### src/hdl/tagc_pkg.sv
// Package for the timed access gate controller.
// Holds state, command, lamp and picture codes, timing constants and shared structs.
// No dependencies.
`timescale 1ns / 1ps

package tagc_pkg;

  localparam int unsigned TIME_W = 16;
  localparam int unsigned CFG_W  = 16;
  localparam int unsigned CFG_N  = 4;
  localparam int unsigned CFG_IDX_W = $clog2(CFG_N);

  localparam logic [TIME_W-1:0] HIGH_LOCK_MS   = 16'd1500;
  localparam logic [TIME_W-1:0] HIGH_WAIT_MS   = 16'd2500;
  localparam logic [TIME_W-1:0] CHECK_FROM_MS  = 16'd1200;
  localparam logic [TIME_W-1:0] CHECK_UNTIL_MS = 16'd1220;
  localparam logic [TIME_W-1:0] AUTH_END_MS    = 16'd4000;
  localparam logic [TIME_W-1:0] TIME_MAX       = 16'hFFFF;

  localparam logic [CFG_W-1:0] BOOT_STEP_RST    = 16'd1000;
  localparam logic [CFG_W-1:0] SCAN_RST         = 16'd3000;
  localparam logic [CFG_W-1:0] CARD_TIMEOUT_RST = 16'd30000;
  localparam logic [CFG_W-1:0] DENIED_RST       = 16'd2000;

  typedef enum logic [CFG_IDX_W-1:0] {
    REG_BOOT_STEP    = 2'd0,
    REG_SCAN         = 2'd1,
    REG_CARD_TIMEOUT = 2'd2,
    REG_DENIED       = 2'd3
  } reg_idx_e;

  typedef enum logic [3:0] {
    CMD_TICK   = 4'd0,
    CMD_BOOT   = 4'd1,
    CMD_SCAN   = 4'd2,
    CMD_LOW    = 4'd3,
    CMD_MEDIUM = 4'd4,
    CMD_HIGH   = 4'd5,
    CMD_AUTH   = 4'd6,
    CMD_DENIED = 4'd7,
    CMD_IDLE   = 4'd8,
    CMD_POLL   = 4'd9
  } cmd_e;

  typedef enum logic [3:0] {
    ST_BOOT   = 4'd0,
    ST_IDLE   = 4'd1,
    ST_SCAN   = 4'd2,
    ST_LOW    = 4'd3,
    ST_MEDIUM = 4'd4,
    ST_HIGH   = 4'd5,
    ST_WAIT   = 4'd6,
    ST_AUTH   = 4'd7,
    ST_DENIED = 4'd8
  } state_e;

  typedef enum logic [1:0] {
    LAMP_OFF   = 2'd0,
    LAMP_ON    = 2'd1,
    LAMP_BLINK = 2'd2
  } lamp_e;

  typedef enum logic [1:0] {
    VERD_NONE   = 2'd0,
    VERD_AUTH   = 2'd1,
    VERD_DENIED = 2'd2
  } verdict_e;

  typedef enum logic [3:0] {
    PIC_BLANK     = 4'd0,
    PIC_HEART     = 4'd1,
    PIC_LOGO      = 4'd2,
    PIC_SHIELD    = 4'd3,
    PIC_HEARTBEAT = 4'd4,
    PIC_SCANNING  = 4'd5,
    PIC_WARNING   = 4'd6,
    PIC_CARDWAIT  = 4'd7,
    PIC_CROSS     = 4'd8,
    PIC_SAFE      = 4'd9,
    PIC_TRIANGLE  = 4'd10,
    PIC_LOCK      = 4'd11,
    PIC_OPEN      = 4'd12,
    PIC_CHECK     = 4'd13
  } pic_e;

  typedef struct packed {
    logic [3:0] command;
    logic       card_seen;
    logic       card_ok;
  } req_t;

  typedef struct packed {
    logic [3:0] state_code;
    logic [1:0] green_mode;
    logic [1:0] yellow_mode;
    logic [1:0] red_mode;
    logic       locked;
    logic [3:0] picture;
    logic [1:0] card_result;
  } rsp_t;

  typedef struct packed {
    logic [CFG_W-1:0] boot_step_ms;
    logic [CFG_W-1:0] scan_ms;
    logic [CFG_W-1:0] card_timeout_ms;
    logic [CFG_W-1:0] denied_ms;
  } cfg_t;

  typedef struct packed {
    state_e            mode;
    logic [1:0]        boot_phase;
    logic [TIME_W-1:0] time_in_mode;
    logic [TIME_W-1:0] time_in_phase;
    lamp_e             green;
    lamp_e             yellow;
    lamp_e             red;
    logic              lock_on;
    pic_e              picture;
    verdict_e          verdict;
  } ctl_t;

endpackage

### src/hdl/tagc_if.sv
// Valid/ready channel interfaces for requests and results.
// Depends on tagc_pkg for the payload structs.
`timescale 1ns / 1ps

interface tagc_req_if;
  logic          valid;
  logic          ready;
  tagc_pkg::req_t payload;

  modport source (output valid, output payload, input ready);
  modport sink   (input valid, input payload, output ready);
endinterface

interface tagc_rsp_if;
  logic          valid;
  logic          ready;
  tagc_pkg::rsp_t payload;

  modport source (output valid, output payload, input ready);
  modport sink   (input valid, input payload, output ready);
endinterface

### src/hdl/timed_access_gate_controller.sv
// Top level of the timed access gate controller.
// Depends on tagc_pkg, tagc_if, tagc_cfg and tagc_core.
// Accepts one request per clock while the result side keeps up (a stalled
// result holds the request side until it is taken). Each request yields one
// result, registered in the cycle after acceptance; the controller state
// register is updated in the cycle a request is accepted, and the result
// register drains independently. Timing registers are written through a plain
// write port, only while the block is idle, a duty the block leaves to the user.
`timescale 1ns / 1ps

module timed_access_gate_controller (
  input  logic                             clk_i,
  input  logic                             rst_ni,
  tagc_req_if.sink                         req_i,
  tagc_rsp_if.source                       rsp_o,
  input  logic                             cfg_we_i,
  input  logic [tagc_pkg::CFG_IDX_W-1:0]   cfg_idx_i,
  input  logic [tagc_pkg::CFG_W-1:0]       cfg_wdata_i
);
  import tagc_pkg::*;

  cfg_t cfg;
  ctl_t ctl_q, ctl_d;
  rsp_t rsp_d, rsp_q;
  logic rsp_valid_q;
  logic accept;

  tagc_cfg u_cfg (
    .clk_i   (clk_i),
    .rst_ni  (rst_ni),
    .we_i    (cfg_we_i),
    .idx_i   (cfg_idx_i),
    .wdata_i (cfg_wdata_i),
    .cfg_o   (cfg)
  );

  tagc_core u_core (
    .cur_i (ctl_q),
    .req_i (req_i.payload),
    .cfg_i (cfg),
    .nxt_o (ctl_d),
    .rsp_o (rsp_d)
  );

  assign req_i.ready = !rsp_valid_q || rsp_o.ready;
  assign accept      = req_i.valid && req_i.ready;

  always_ff @(posedge clk_i or negedge rst_ni) begin
    if (!rst_ni) begin
      ctl_q.mode          <= ST_BOOT;
      ctl_q.boot_phase    <= '0;
      ctl_q.time_in_mode  <= '0;
      ctl_q.time_in_phase <= '0;
      ctl_q.green         <= LAMP_OFF;
      ctl_q.yellow        <= LAMP_OFF;
      ctl_q.red           <= LAMP_OFF;
      ctl_q.lock_on       <= 1'b0;
      ctl_q.picture       <= PIC_BLANK;
      ctl_q.verdict       <= VERD_NONE;
      rsp_valid_q         <= 1'b0;
    end else begin
      if (accept) begin
        ctl_q <= ctl_d;
      end
      if (accept) begin
        rsp_valid_q <= 1'b1;
      end else if (rsp_o.ready) begin
        rsp_valid_q <= 1'b0;
      end
    end
  end

  always_ff @(posedge clk_i) begin
    if (accept) begin
      rsp_q <= rsp_d;
    end
  end

  assign rsp_o.valid   = rsp_valid_q;
  assign rsp_o.payload = rsp_q;

endmodule

### src/hdl/tagc_cfg.sv
// Timing register bank with write-only port.
// Depends on tagc_pkg.
`timescale 1ns / 1ps

module tagc_cfg (
  input  logic                             clk_i,
  input  logic                             rst_ni,
  input  logic                             we_i,
  input  logic [tagc_pkg::CFG_IDX_W-1:0]   idx_i,
  input  logic [tagc_pkg::CFG_W-1:0]       wdata_i,
  output tagc_pkg::cfg_t                   cfg_o
);
  import tagc_pkg::*;

  cfg_t cfg_q, cfg_d;

  always_comb begin
    cfg_d = cfg_q;
    if (we_i) begin
      case (reg_idx_e'(idx_i))
        REG_BOOT_STEP:    cfg_d.boot_step_ms    = wdata_i;
        REG_SCAN:         cfg_d.scan_ms         = wdata_i;
        REG_CARD_TIMEOUT: cfg_d.card_timeout_ms = wdata_i;
        REG_DENIED:       cfg_d.denied_ms       = wdata_i;
        default: ;
      endcase
    end
  end

  always_ff @(posedge clk_i or negedge rst_ni) begin
    if (!rst_ni) begin
      cfg_q.boot_step_ms    <= BOOT_STEP_RST;
      cfg_q.scan_ms         <= SCAN_RST;
      cfg_q.card_timeout_ms <= CARD_TIMEOUT_RST;
      cfg_q.denied_ms       <= DENIED_RST;
    end else begin
      cfg_q <= cfg_d;
    end
  end

  assign cfg_o = cfg_q;

endmodule

### src/hdl/tagc_core.sv
// Next-state logic: applies one request to the controller state.
// Depends on tagc_pkg. Purely combinational.
`timescale 1ns / 1ps

module tagc_core (
  input  tagc_pkg::ctl_t   cur_i,
  input  tagc_pkg::req_t   req_i,
  input  tagc_pkg::cfg_t   cfg_i,
  output tagc_pkg::ctl_t   nxt_o,
  output tagc_pkg::rsp_t   rsp_o
);
  import tagc_pkg::*;

  function automatic ctl_t enter(input ctl_t st, input state_e s);
    ctl_t r;
    r = st;
    r.mode = s;
    r.time_in_mode = '0;
    case (s)
      ST_BOOT: begin
        r.boot_phase = '0;
        r.time_in_phase = '0;
      end
      ST_IDLE: begin
        r.green = LAMP_OFF; r.yellow = LAMP_OFF; r.red = LAMP_OFF;
        r.lock_on = 1'b0;
        r.picture = PIC_HEARTBEAT;
      end
      ST_SCAN: begin
        r.green = LAMP_OFF; r.yellow = LAMP_OFF; r.red = LAMP_OFF;
        r.picture = PIC_SCANNING;
      end
      ST_LOW: begin
        r.green = LAMP_ON; r.yellow = LAMP_OFF; r.red = LAMP_OFF;
        r.lock_on = 1'b0;
        r.picture = PIC_SAFE;
      end
      ST_MEDIUM: begin
        r.green = LAMP_OFF; r.yellow = LAMP_ON; r.red = LAMP_OFF;
        r.lock_on = 1'b0;
        r.picture = PIC_WARNING;
      end
      ST_HIGH: begin
        r.green = LAMP_OFF; r.yellow = LAMP_OFF; r.red = LAMP_ON;
        r.lock_on = 1'b1;
        r.picture = PIC_TRIANGLE;
      end
      ST_WAIT: begin
        r.picture = PIC_CARDWAIT;
      end
      ST_AUTH: begin
        r.green = LAMP_ON; r.yellow = LAMP_OFF; r.red = LAMP_OFF;
        r.lock_on = 1'b0;
        r.picture = PIC_OPEN;
        r.verdict = VERD_AUTH;
      end
      default: begin
        r.green = LAMP_OFF; r.yellow = LAMP_OFF; r.red = LAMP_BLINK;
        r.lock_on = 1'b1;
        r.picture = PIC_CROSS;
        r.verdict = VERD_DENIED;
      end
    endcase
    return r;
  endfunction

  function automatic pic_e boot_pic(input logic [1:0] phase);
    pic_e p;
    case (phase)
      2'd0:    p = PIC_HEART;
      2'd1:    p = PIC_LOGO;
      default: p = PIC_SHIELD;
    endcase
    return p;
  endfunction

  ctl_t       nxt;
  verdict_e   result;
  logic [TIME_W-1:0] t;

  always_comb begin
    nxt    = cur_i;
    result = VERD_NONE;
    t      = (cur_i.time_in_mode == TIME_MAX) ? TIME_MAX : cur_i.time_in_mode + 16'd1;
    case (cmd_e'(req_i.command))
      CMD_TICK: begin
        nxt.time_in_mode  = t;
        nxt.time_in_phase = (cur_i.time_in_phase == TIME_MAX) ? TIME_MAX
                                                              : cur_i.time_in_phase + 16'd1;
        case (cur_i.mode)
          ST_BOOT: begin
            if (cur_i.boot_phase == 2'd3) begin
              nxt = enter(nxt, ST_IDLE);
            end else begin
              nxt.picture = boot_pic(cur_i.boot_phase);
              if (nxt.time_in_phase >= cfg_i.boot_step_ms) begin
                nxt.boot_phase    = cur_i.boot_phase + 2'd1;
                nxt.time_in_phase = '0;
              end
            end
          end
          ST_SCAN: begin
            if (t >= cfg_i.scan_ms) nxt = enter(nxt, ST_IDLE);
          end
          ST_HIGH: begin
            if (t >= HIGH_LOCK_MS) nxt.picture = PIC_LOCK;
            if (t >= HIGH_WAIT_MS) nxt = enter(nxt, ST_WAIT);
          end
          ST_WAIT: begin
            if (t >= cfg_i.card_timeout_ms) begin
              nxt = enter(nxt, ST_IDLE);
            end else if (req_i.card_seen) begin
              nxt = enter(nxt, req_i.card_ok ? ST_AUTH : ST_DENIED);
            end
          end
          ST_AUTH: begin
            if (t >= CHECK_FROM_MS && t < CHECK_UNTIL_MS) nxt.picture = PIC_CHECK;
            if (t >= AUTH_END_MS) nxt = enter(nxt, ST_IDLE);
          end
          ST_DENIED: begin
            if (t >= cfg_i.denied_ms) nxt = enter(nxt, ST_WAIT);
          end
          default: ;
        endcase
      end
      CMD_BOOT:   nxt = enter(cur_i, ST_BOOT);
      CMD_SCAN:   nxt = enter(cur_i, ST_SCAN);
      CMD_LOW:    nxt = enter(cur_i, ST_LOW);
      CMD_MEDIUM: nxt = enter(cur_i, ST_MEDIUM);
      CMD_HIGH:   nxt = enter(cur_i, ST_HIGH);
      CMD_AUTH:   nxt = enter(cur_i, ST_AUTH);
      CMD_DENIED: nxt = enter(cur_i, ST_DENIED);
      CMD_IDLE:   nxt = enter(cur_i, ST_IDLE);
      CMD_POLL: begin
        result      = cur_i.verdict;
        nxt.verdict = VERD_NONE;
      end
      default: ;
    endcase
  end

  assign nxt_o = nxt;

  always_comb begin
    rsp_o.state_code  = nxt.mode;
    rsp_o.green_mode  = nxt.green;
    rsp_o.yellow_mode = nxt.yellow;
    rsp_o.red_mode    = nxt.red;
    rsp_o.locked      = nxt.lock_on;
    rsp_o.picture     = nxt.picture;
    rsp_o.card_result = result;
  end

endmodule

### src/flat_wrapper.sv
// flat-port wrapper written by rule: the top's interface ports become plain ports
module timed_access_gate_controller_flat import tagc_pkg::*;
  (clk_i, rst_ni, cfg_we_i, cfg_idx_i, cfg_wdata_i, req_i_valid, req_i_payload, req_i_ready, rsp_o_valid, rsp_o_payload, rsp_o_ready);
  tagc_req_if req_i_i ();
  tagc_rsp_if rsp_o_i ();
  input  logic clk_i;
  input  logic rst_ni;
  input  logic cfg_we_i;
  input  logic [tagc_pkg::CFG_IDX_W-1:0] cfg_idx_i;
  input  logic [tagc_pkg::CFG_W-1:0] cfg_wdata_i;
  input wire logic [$bits(req_i_i.valid)-1:0] req_i_valid;
  input wire logic [$bits(req_i_i.payload)-1:0] req_i_payload;
  output wire logic [$bits(req_i_i.ready)-1:0] req_i_ready;
  output wire logic [$bits(rsp_o_i.valid)-1:0] rsp_o_valid;
  output wire logic [$bits(rsp_o_i.payload)-1:0] rsp_o_payload;
  input wire logic [$bits(rsp_o_i.ready)-1:0] rsp_o_ready;
  assign req_i_i.valid = req_i_valid;
  assign req_i_i.payload = req_i_payload;
  assign req_i_ready = req_i_i.ready;
  assign rsp_o_valid = rsp_o_i.valid;
  assign rsp_o_payload = rsp_o_i.payload;
  assign rsp_o_i.ready = rsp_o_ready;
  timed_access_gate_controller u_core (.clk_i(clk_i), .rst_ni(rst_ni), .req_i(req_i_i), .rsp_o(rsp_o_i), .cfg_we_i(cfg_we_i), .cfg_idx_i(cfg_idx_i), .cfg_wdata_i(cfg_wdata_i));
endmodule
### config.mk
export PLATFORM = sky130hd
export DESIGN_NAME = timed_access_gate_controller_flat
export DESIGN_NICKNAME = d
export VERILOG_FILES = /design/src/hdl/tagc_pkg.sv /design/src/hdl/tagc_if.sv /design/src/hdl/timed_access_gate_controller.sv /design/src/hdl/tagc_cfg.sv /design/src/hdl/tagc_core.sv /design/src/flat_wrapper.sv
export SDC_FILE = /design/constraint.sdc
export NUM_CORES = 1
export LEC_CHECK = 0
export BUFFER_PORTS_ARGS = -buffer_cell sky130_fd_sc_hd__buf_2
export CORE_MARGIN = 1
export CORE_UTILIZATION = 37
export CTS_CLUSTER_DIAMETER = 100
export DETAILED_ROUTE_END_ITERATION = 6
export HOLD_SLACK_MARGIN = 0.05
export PLACE_DENSITY_LB_ADDON = 0.3
export SYNTH_ARGS = -nofsm -noshare
export SYNTH_HDL_FRONTEND = slang
export SYNTH_HIERARCHICAL = 1
export SYNTH_SLANG_ARGS = --single-unit
### constraint.sdc
create_clock -name clk_i -period 4.95 [get_ports clk_i]
set_clock_uncertainty 0.15 [all_clocks]
set_input_delay 0.2475 -clock clk_i [delete_from_list [all_inputs] [get_ports clk_i]]
set_output_delay 0.2475 -clock clk_i [all_outputs]
set_load 0.05 [all_outputs]
## Word-level counts from Yosys, hierarchy flattened

Cells that the tools add are included.

| cells by class | value |
|---|---|
| add/subtract/negate cells | 3 |
| magnitude comparators | 9 |
| reductions and logical operators | 27 |
| bitwise logic cells | 7 |
| multiplexer cells | 31 |
| equality and inequality tests | 43 |

Operators with widths:

| kind | count |
|---|---|
| 49-bit case mux with 9 select lines | 1 |
| 51-bit 2-to-1 mux | 6 |
| 51-bit case mux with 6 select lines | 1 |
| 16-bit 2-to-1 mux | 6 |
| 16-bit >= comparator | 4 |
| 4-bit by 3-bit == test with 1-bit output (second input constant) | 11 |
| 16-bit by 1-bit adder with 16-bit output (second input constant) | 2 |
| 16-bit == test (second input constant) | 2 |
| 16-bit by 11-bit >= comparator with 1-bit output (second input constant) | 2 |
| 16-bit by 12-bit >= comparator with 1-bit output (second input constant) | 2 |
| 4-bit case mux with 8 select lines | 1 |
| 6-bit case mux with 5 select lines | 1 |
| 4-bit by 2-bit == test with 1-bit output (second input constant) | 5 |
| 19-bit AND reduction | 1 |
| 16-bit by 11-bit less-than comparator with 1-bit output (second input constant) | 1 |
| 4-bit 2-to-1 mux | 4 |
| 2-bit inequality test (second input constant) | 8 |
| 3-bit inequality test (second input constant) | 5 |
| 4-bit == test (second input constant) | 3 |
| 4-bit logical NOT | 3 |
| 11-bit AND reduction | 1 |
| 2-bit AND reduction | 5 |
| 9-bit AND reduction | 1 |
| 9-bit nonzero test | 1 |
| 24 further kinds | 43 |

| word-level totals | value |
|---|---|
| output and inout port bits | 19 |
| flip-flop bits (word level) | 133 |

## Longest topological paths before layout

Gate-level depths: netlist of the first run.

| logic depth | value |
|---|---|
| depth in word-level cells | 8 |
| gate-level depth with buffers | 20 |
| depth with buffers taken out | 17 |

## Modules after synthesis

Netlist of the first run, hierarchy kept.

Modules (own cells, without submodules):

| module | instances | cells each | area each (µm²) |
|---|---|---|---|
| tagc_core | 1 | 714 | 4,580.6 |
| timed_access_gate_controller | 1 | 129 | 2,661.3 |
| tagc_cfg | 1 | 136 | 2,443.6 |

## Least setup slack after synthesis of the first run

OpenSTA, ideal clock, no wires.

| timing path | value |
|---|---|
| kind | reg2reg |
| from | reg u_core/ctl_q[13] (netlist name) |
| to | reg u_core/ctl_q[26] (netlist name) |
| arrival | 3,850 ps |
| stages on the path, launching flop included | 21 |
| buffers on the path | 4 |
| data required time | 4,736 ps |
| slack | 886 ps |
| cells stage by stage | dfrtp_1 -> ha_1 -> nand3_1 -> inv_1 -> nand3_1 -> or3_1 -> clkbuf_1 -> clkbuf_1 -> nand2_1 -> inv_1 -> ha_1 -> nand2b_1 -> a21o_1 -> a21oi_1 -> o21ai_0 -> a31o_2 -> a211oi_1 -> clkbuf_1 -> buf_1 -> a22o_1 -> mux2_4 |

RTL lines:

| element | line | RTL |
|---|---|---|
| start: declaration | timed_access_gate_controller.sv:23 | `ctl_t ctl_q, ctl_d;` |
| start signal: assignment | timed_access_gate_controller.sv:63 | `ctl_q <= ctl_d;` |

==> results of run 1 <==
==> synth_stat cells (all sizes together) (9+ instances only) <==
master,number,area [µm²]
nor2,60,225
nor3,15,75.1
o21ai,61,305
a21oi,39,195
a31oi,11,68.8
nor4,11,81.3
clkbuf,24,100
dfstp,26,683
mux2,117,1500
nand4,9,86.3
and2,15,93.8
a211oi,10,80.1
ha,68,851
edfxtp,17,510
or3,11,68.8
inv,89,334
xor2,11,96.3
dfrtp,90,2250
nand2,70,270
a21o,15,113
buf,36,270
nand3,19,100
nor2b,13,81.3
o31ai,9,95.1
a22o,17,149
xnor2,15,131
==> cell type report <==
cell class / instances / area [µm²] / area share
Clock inverter: 13 / 133 / 0.0122
Clock buffer: 19 / 464 / 0.0427
Multi-Input combinational cell: 697 / 5540 / 0.509
Tap cell: 330 / 413 / 0.0380
Inverter: 89 / 334 / 0.0307
Sequential cell: 133 / 3450 / 0.317
Timing Repair Buffer: 82 / 548 / 0.0504
==> final timing paths <==
path	end	slack (ns)
setup reg to reg	u_core/ctl_q[10]	0.30
hold reg to reg	u_core/u_cfg/cfg_o[33]	0.36
min in group asynchronous	u_core/ctl_q[33]	0.30
hold / removal	u_core/u_cfg/cfg_o[54]	0.21
setup / recovery	u_core/ctl_q[10]	0.30
max in group asynchronous	u_core/ctl_q[45]	3.01
==> flip-flops by register name, summed over array words and instances, names as in the netlist <==
| register | count |
|---|---|
| u_core/u_cfg/cfg_o | 64 |
| u_core/ctl_q | 51 |
| u_core/rsp_o.payload | 17 |
| u_core/rsp_o.valid | 1 |
==> power by group <==
| group | leakage [nW] | internal (W) | switching, W | total [W] |
|---|---|---|---|---|
| logic | 3.28 | 0.000410 | 0.000514 | 0.000925 |
| clock network | 0.298 | 0.000750 | 0.000543 | 0.00129 |
| registers | 1.59 | 0.00130 | 0.000146 | 0.00145 |
| total | 5.17 | 0.00246 | 0.00120 | 0.00367 |
==> logic make-up after synthesis <==
| group | count (synthesis) | share of synthesized area |
|---|---|---|
| AND/OR/NAND/NOR | 257 | 0.140 |
| XOR/XNOR | 26 | 0.0235 |
| AO/OA/AOI/OAI | 223 | 0.159 |
| buffers and inverters | 149 | 0.0727 |
| adder cells (fa/ha/maj) | 68 | 0.0878 |
| flip-flops | 133 | 0.356 |
| multiplexers | 123 | 0.161 |
==> layout by cell type (no fill, tap or decap), types with 18 or more instances in the layout <==
cell type,Yosys,layout
nand2_1,69,69
buf_2,6,46
dlygate4sd3_1,0,19
a21oi_1,39,39
dfrtp_1,90,90
clkbuf_16,0,18
inv_1,89,89
nor2_1,60,60
o21ai_1,18,18
o21ai_0,43,43
ha_1,68,68
mux2_4,49,49
dfstp_2,26,26
mux2_2,68,68
nand3_1,18,18
==> per-stage QoR <==
stage               std cells  area (µm²)  utilization  power (W)
floorplan                 979        9690            -    0.00214
global placement         1312       10100        0.397    0.00236
detailed placement       1312       10100        0.397    0.00237
CTS                      1363       10900        0.428    0.00369
global route             1363       10900        0.428    0.00386
finish                   1363       10900        0.428    0.00367
==> tightest hold or removal path, delay by kind of cell <==
| kind | cells | cell delay, ns |
|---|---|---|
| muxes | 1 | 0.24 |
| buffers and inverters | 1 | 0.14 |
| and+or+nand+nor | 1 | 0.13 |
==> routing by layer <==
| metal | track usage | vias to the layer above |
|---|---|---|
| met4 | 0.0509 | 0 |
| met2 | 0.290 | 170 |
| met1 | 0.265 | 3587 |
| met3 | 0.0318 | 22 |
| li1 | - | 3604 |
| met5 | 0 | - |
==> key figures, run 1 <==
Timing
  – Slew headroom: 0.300
  – Min Hold Slack: 0.215 ns
  – Final Max Tran Viols: 0
  – Final setup viols: 0
  – Fmax achieved: 0.215 GHz
  – RSZ-0062 raised after global routing: false
  – Final hold viol count: 0
  – Fin crit share: 0.939
  – Setup TNS: 0 ns
  – Final Critical Period: around 4.6 ns
  – Worst Tran Pin Value: 1.04 ns
  – Final setup margin: slightly above 0.3 ns

Global route
  – Largest net degree at the start of global routing: 62
  – GRT overflow: 0
  – First-pass GRT wire length: 38900 µm
  – Vias in the first global route: a little over 7000
  – Antenna violations before repair: 0
  – Global Route Usage Sum: 0.186

Layout
  – Area Overhead vs Synth: 12.3%
  – N_diodes: 0
  – # fillers: 2505
  – Final net count: 1117
  – Layout cells sized above 1: 0.256

Run status
  – Status: finished, final reports clean

Routing
  – Iter 0 DRT Violations: just over 600
  – Vias: 7383
  – WL met2: 10800 µm
  – Met1 wire length: 11800 µm
  – Routed vias/inst: 5.42
  – DRT Pass-1 Iters: 5
  – Met3 WL: 977 µm
  – WL per Instance: 17.5 µm
  – Drt drc: 0
  – Routed Antenna Nets: 0
  – Top routing layer used: met4
  – WL final: approximately 24000 µm

Critical path
  – R2R depth: 15
  – Critical path data arrival time: about 4.8 ns
  – Worst setup startpoint: u_core/ctl_q[36]
  – Critical path launch point type: flop
  – Largest delay share family, worst path: simple AND/OR/NAND/NOR gates
  – Crit path capture type: flop
  – CP cell instances: nand4_4, nor4_2, nand3_1, xor2_1, and2_1, inv_1, ha_1, and4_1, o21ai_0, o21ai_0, nor2_1, nor4_2, o21ai_1, and2_1, mux2_4
  – Worst path max stage delay: approximately 0.62 ns
  – Worst EP required: around 5.1 ns
  – Critical path depth: 15
  – Setup Crit Path Kind: flop to flop
  – Critical Path Fanout Max: 13
  – Worst R2R Start: u_core/ctl_q[36]
  – Crit path buf inv count: 1
  – Crit path max-delay cell type: dfrtp_1

Min path
  – Worst min path class: primary input to flop
  – Worst hold path cell count: 3
  – Hold Startpoint: cfg_idx_i[1]

Floorplanning
  – DIE HEIGHT: 164 µm
  – FP Rows: 58
  – Die area: 26800 µm²
  – DIE WIDTH: 164 µm
  – CORE AREA: 25400 µm²
  – Initial Util: 0.381
  – Top-Level Pins: 48

Yosys
  – Syn Std Cell Area: 9690 µm²
  – Flops & latches, synth: 133
  – Mapped Cells: 979
  – Mapped Avg Cell Area: 9.89 µm²
  – Dominant synthesized flop cell: dfrtp_1
  – Number of synthesized flops with an enable pin: 17
  – Yosys warning count: 6
  – Syn_nets: 1076
  – Sequential cell area fraction in the yosys report: 0.356
  – Distinct cells, synth: 78
  – Share of flip-flops with an asynchronous set or reset: 0.872

Power
  – Peak VDD IR: 192 µV
  – Leakage Power: 5.17 nW
  – PwrDens: about 340 nW/µm²

CTS
  – Hold Buf Count CTS: 19
  – CTS resizes: 0
  – CTS Buf Count: 17
  – Setup Buffers After CTS: 0
  – CTS tree: done
  – Clock Latency Late Sink: 0.43 ns
  – Root Driver: clkbuf_16
  – H-tree Lvls: 4
  – CTS max path bufs: 2
  – Num Clock Sinks: 133
  – Clock slew at reported path FFs: 0.07 ns

Job
  – Max-Cap Viols: 0

Placement
  – Post-placement setup slack: roughly 0.4 ns
  – PortBufs: between 40 and 50
  – Hpwl dp: 16900 µm
  – Routability cong.: slightly above 0.9
(Power assumes the default switching activity.)
==> run 2: changes to the inputs <==
--- a/config.mk
+++ b/config.mk
@@ -6,6 +6,7 @@
 export NUM_CORES = 1
 export LEC_CHECK = 0
 export BUFFER_PORTS_ARGS = -buffer_cell sky130_fd_sc_hd__buf_2
+export CORE_ASPECT_RATIO = 1.75
 export CORE_MARGIN = 1
 export CORE_UTILIZATION = 37
 export CTS_CLUSTER_DIAMETER = 100
==> run 2 against run 1 <==
  * Flip-flop and latch count unchanged
  * Die area barely moved
  * Cell count fell by 0.22%
  * Global-route usage increased by 0.65 points
  * Critical path depth rose by 2
  * Via count increased by 2.1%
  * Setup slack got worse by 0.19 ns
  * Clock power increased by 11%
  * Largest cell class unchanged
  * Highest routed layer unchanged
==> key figures, run 2 (synthesized netlist as in run 1, its figures left out) <==
Timing
  – Final hold viol count: 0
  – Setup TNS: 0 ns
  – Final Max Tran Viols: 0
  – Final Critical Period: 4.84 ns
  – Worst Tran Pin Value: ~1.1 ns
  – Min Hold Slack: approximately 0.2 ns
  – Final setup viols: 0
  – Slew headroom: 0.280
  – Fin crit share: 0.977
  – Fmax achieved: just over 0.2 GHz
  – RSZ-0062 raised after global routing: false

Floorplanning
  – FP Rows: 78
  – CORE AREA: 25900 µm²
  – Top-Level Pins: 48
  – DIE HEIGHT: 216 µm
  – Die area: 26900 µm²
  – Initial Util: 0.375
  – DIE WIDTH: 124 µm

Layout
  – N_diodes: 0
  – Max FFs per register: 64
  – Reg area: 3450 µm²
  – Core Util, Final: 0.426
  – Area Overhead vs Synth: 13.8%
  – Final net count: about 1100
  – Layout cells sized above 1: 0.263
  – Most frequent cells in the layout: inv_1, dfrtp_1, nand2_1
  – Multi-input logic area: 5570 µm²
  – # fillers: 2459
  – Commonest non-fill, non-tap cell in the layout: inv_1

Routing
  – WL final: 25100 µm
  – Drt drc: 0
  – Iter 0 DRT Violations: 430
  – Vias: between 7000 and 8000
  – Routed Antenna Nets: 0
  – DRT Pass-1 Iters: 5
  – WL per Instance: 18.4 µm
  – Routed vias/inst: between 5 and 6

Job
  – Max-Cap Viols: 0

CTS
  – CTS Buf Count: 17
  – H-tree Lvls: 4
  – CTS tree: done
  – Clock slew at reported path FFs: 0.06 ns
  – CTS max path bufs: 2
  – Num Clock Sinks: 133
  – Clock Latency Late Sink: 0.44 ns
  – Root Driver: clkbuf_16

Power
  – Total power draw: 0.00381 W
  – Sw Pwr: 0.00117 W
  – Clock power frac: 0.374
  – Leakage Power: 5.25 nW
  – PwrDens: between 300 and 400 nW/µm²
  – P_int: 0.00264 W
  – Peak VDD IR: between 200 and 300 µV
  – Net Sw Frac: 0.307
  – Comb power frac: 0.246
  – Reg power frac: 0.380

Global route
  – GRT overflow: 0
  – First-pass GRT wire length: around 41000 µm
  – Antenna violations before repair: 0
  – Vias in the first global route: 7662
  – Global Route Usage Sum: 0.193
  – Largest net degree at the start of global routing: 70

Critical path
  – Crit path capture type: flop
  – Critical path launch point type: flop
  – CP cell instances: ha_1, nand2_1, nor3_1, nand2_1, and2_1, inv_1, ha_1, a2111oi_0, o21ai_0, a211oi_1, buf_4, o21bai_1, nand2_1, or3_1, o21ai_1, o22ai_1, mux2_4
  – Crit path max-delay cell type: a2111oi_0
  – Worst EP required: 5.18 ns
  – Critical path data arrival time: 5.07 ns
  – Worst path max stage delay: 0.61 ns
  – Critical Path Fanout Max: 11
  – Cell mode on critical path: nand2_1
  – Setup Crit Path Kind: flop to flop

Run status
  – Status: finished, final reports clean

Placement
  – PortBufs: 47
  – Routability cong.: about 0.92
  – Hpwl dp: 18400 µm

Min path
  – Worst min path class: primary input to flop
## run 2: metal layers
layer,part of all wire,up-vias,GRT usage
li1,-,3607,-
met1,0.39,3643,0.205
met2,0.53,212,0.353
met3,0.033,78,0.0350
met4,0.049,0,0.111
met5,0,-,0
## run 2: worst paths after layout
path                                        start                endpoint  slack (ns)  cells after the start
max                              u_core/ctl_q[29]         u_core/ctl_q[6]        0.11                     17
min                                  cfg_idx_i[1]  u_core/u_cfg/cfg_o[53]        0.20                      3
max reg2reg                      u_core/ctl_q[29]         u_core/ctl_q[6]        0.11                     17
min reg2reg                u_core/u_cfg/cfg_o[33]  u_core/u_cfg/cfg_o[33]        0.35                      1
max in group asynchronous                  rst_ni   u_core/u_cfg/cfg_o[3]        3.11                      3
min in group asynchronous                  rst_ni        u_core/ctl_q[12]        0.36                      2
## run 2: area by class of cell
| class | count | area share |
|---|---|---|
| Clock buffer | 22 | 0.0451 |
| Clock inverter | 10 | 0.0151 |
| Inverter | 89 | 0.0303 |
| Multi-Input combinational cell | 697 | 0.505 |
| Sequential cell | 133 | 0.313 |
| Tap cell | 320 | 0.0363 |
| Timing Repair Buffer | 89 | 0.0556 |
## run 2: per-stage QoR
step	area (µm²)	setup WS (ns)	cells
floorplan	9690	0.886	979
global placement	10100	0.124	1308
detailed placement	10100	0.0802	1308
CTS	11000	0.0336	1359
global route	11000	0.0419	1360
finish	11000	0.115	1360
## run 2: power groups by stage
stage                     logic [W]  clock network [W]  registers, W
final                      0.000940            0.00143       0.00145
after global routing        0.00104            0.00151       0.00147
after CTS                  0.000930            0.00146       0.00145
after detailed placement   0.000913                  0       0.00146
after global placement     0.000901                  0       0.00146
after floorplan            0.000684                  0       0.00145
## run 2: worst max-delay path: cells and delay by family (launching register included)
kind            cells  cell delay [ns]
fa+ha+maj           2             0.54
flops               1             0.52
buf+inv             2             0.30
compound gates      6             1.90
mux                 1             0.19
simple gates        6             1.17
## run 2: repair_timing
action                                  4_1_cts  5_1_grt
endpoints found under the hold margin       129        0
endpoints found under the setup margin        0       30
resized for setup                             0        7
buffers inserted                              0        1
hold buffers                                 19        0
==> run 3: changes to the inputs <==
--- a/config.mk
+++ b/config.mk
@@ -8,7 +8,7 @@
 export BUFFER_PORTS_ARGS = -buffer_cell sky130_fd_sc_hd__buf_2
 export CORE_ASPECT_RATIO = 1.75
 export CORE_MARGIN = 1
-export CORE_UTILIZATION = 37
+export CORE_UTILIZATION = 25
 export CTS_CLUSTER_DIAMETER = 100
 export DETAILED_ROUTE_END_ITERATION = 6
 export HOLD_SLACK_MARGIN = 0.05
==> run 3 against run 2 <==
  * First-iteration DRC count decreased by 8.8%
  * Utilization shrank 14 points
  * Hold slack better by 0.0041 ns
  * Fmax increased by 2.2%
  * Register-to-register slack better by 0.11 ns
  * Largest power group unchanged
  * Combinational power decreased by 0.4%
  * Die area is 47% higher
  * Setup slack improved by 0.11 ns
  * Critical path depth fell by 3
  * Global-route usage is 5.0 points lower
==> key figures, run 3 (synthesized netlist as in run 1, its figures left out) <==
Critical path
  – Crit path capture type: flop
  – CP cell instances: nand4_4, nor3_1, o211a_2, inv_1, ha_1, a21oi_1, o21ai_0, o21ai_0, o21bai_1, nand2_1, nor4_2, o21ai_1, and2_1, mux2_4
  – Critical Path Fanout Max: 13
  – Cell mode on critical path: o21ai_0
  – Worst path max stage delay: ~0.54 ns
  – Largest delay share family, worst path: simple AND/OR/NAND/NOR gates
  – Worst EP required: 5.13 ns
  – Crit path buf inv count: 1
  – Critical path launch point type: flop
  – Setup Crit Path Kind: flop to flop
  – Crit path max-delay cell type: dfrtp_1
  – Critical path data arrival time: 4.91 ns

Timing
  – Final Critical Period: between 4 and 5 ns
  – Setup TNS: 0 ns
  – Final hold viol count: 0
  – Min Hold Slack: a little over 0.2 ns
  – Worst Tran Pin Value: 0.944 ns
  – Fin crit share: 0.955
  – Fmax achieved: 0.211 GHz
  – Final setup margin: 0.221 ns
  – Slew headroom: 0.370
  – Final setup viols: 0
  – Final Max Tran Viols: 0
  – RSZ-0062 raised after global routing: false

Floorplanning
  – Die area: 39600 µm²
  – DIE HEIGHT: 262 µm
  – Top-Level Pins: 48
  – CORE AREA: 38300 µm²
  – FP Rows: 95
  – Initial Util: 0.253
  – DIE WIDTH: approximately 150 µm

CTS
  – CTS Buf Count: 17
  – H-tree Lvls: 4
  – Setup Buffers After CTS: 0
  – CTS max path bufs: 2
  – CTS tree: done
  – Clock Latency Late Sink: 0.45 ns
  – Root Driver: clkbuf_16
  – Num Clock Sinks: 133
  – Clock slew at reported path FFs: 0.06 ns

Routing
  – WL per Instance: 17.7 µm
  – Routed Antenna Nets: 0
  – Vias: 7540
  – Drt drc: 0
  – Iter 0 DRT Violations: 392
  – Routed vias/inst: 4.95
  – WL final: 27000 µm
  – DRT Pass-1 Iters: 5

Global route
  – Global Route Usage Sum: 0.143
  – Vias in the first global route: 7771
  – Largest net degree at the start of global routing: 63
  – First-pass GRT wire length: 42900 µm
  – GRT overflow: 0
  – Antenna violations before repair: 0

Layout
  – Max FFs per register: 64
  – Core Util, Final: 0.290
  – Most frequent cells in the layout: dfrtp_1, inv_1, nand2_1
  – N_diodes: 0
  – Layout cells sized above 1: 0.259
  – Commonest non-fill, non-tap cell in the layout: dfrtp_1
  – Final net count: 1121
  – Area Overhead vs Synth: 14.6%

Power
  – P_int: 0.00247 W
  – Reg power frac: 0.397
  – Comb power frac: 0.256
  – Net Sw Frac: 0.324
  – Peak VDD IR: 259 µV
  – PwrDens: 329 nW/µm²
  – Leakage Power: 5.20 nW
  – Clock power frac: 0.347
  – Sw Pwr: 0.00118 W

Min path
  – Worst min path class: primary input to flop

Run status
  – Status: finished, final reports clean

Placement
  – Post-placement setup slack: 0.0771 ns
  – Hpwl dp: ~20000 µm
  – PortBufs: 47
  – Routability cong.: 0.917

Job
  – Max-Cap Viols: 0
[run 3: cell types whose count changed in the layout (fill, tap and decap cells not counted), sizes merged]
cell	change
clkinvlp	-1
buf	-3
clkinv	+5
clkbuf	-2
bufinv	-2
[run 3: layout make-up]
class | count | area [µm²]
inverter | 89 | 334
fill | 4088 | 27200
multi-input combinational | 697 | 5560
sequential | 133 | 3450
clock buffer | 20 | 447
timing repair buffer | 86 | 578
tap | 485 | 607
clock inverter | 12 | 131
[run 3: metrics by stage]
| stage | power, W | area [µm²] | cells |
|---|---|---|---|
| 4_1_cts | 0.00370 | 11100 | 1522 |
| 3_5_place_dp | 0.00240 | 10300 | 1471 |
| 5_1_grt | 0.00385 | 11100 | 1522 |
| 3_3_place_gp | 0.00238 | 10300 | 1471 |
| 2_1_floorplan | 0.00214 | 9690 | 979 |
| 6_report | 0.00365 | 11100 | 1522 |
[run 3: final timing paths]
kind | startpoint | end | slack, ns | depth (start not counted)
min | cfg_idx_i[0] | u_core/u_cfg/cfg_o[59] | 0.21 | 3
max in group asynchronous | rst_ni | u_core/ctl_q[22] | 3.05 | 3
max reg2reg | u_core/ctl_q[31] | u_core/ctl_q[10] | 0.22 | 14
max | u_core/ctl_q[31] | u_core/ctl_q[10] | 0.22 | 14
min reg2reg | u_core/ctl_q[10] | u_core/ctl_q[10] | 0.35 | 1
min in group asynchronous | rst_ni | u_core/ctl_q[12] | 0.28 | 2
[run 3: timing repair]
item	in CTS	in global routing
endpoints found under the setup margin	0	30
hold buffers	19	0
hold endpoints to repair	117	0
gates resized for setup	0	5
[run 3: worst reg2reg max path, delay by kind of cell (launching register included)]
family / cells / cell delay, ns
buf+inv: 1 / 0.13
compound gates: 6 / 1.47
simple gates: 5 / 1.74
fa+ha+maj: 1 / 0.32
mux: 1 / 0.27
flops: 1 / 0.54
[run 3: layer usage]
| metal | track usage | share of wire | vias up |
|---|---|---|---|
| met2 | 0.264 | 0.55 | 164 |
| met4 | 0.0811 | 0.044 | 0 |
| li1 | - | - | 3608 |
| met3 | 0.0247 | 0.028 | 64 |
| met5 | 0 | 0 | - |
| met1 | 0.147 | 0.38 | 3704 |
[run 3: power groups by stage]
stage                     logic, W  clock network, W  registers [W]
final                     0.000936           0.00127        0.00145
after CTS                 0.000944           0.00131        0.00145
after floorplan           0.000684                 0        0.00145
after global placement    0.000913                 0        0.00147
after global routing       0.00103           0.00134        0.00148
after detailed placement  0.000927                 0        0.00147
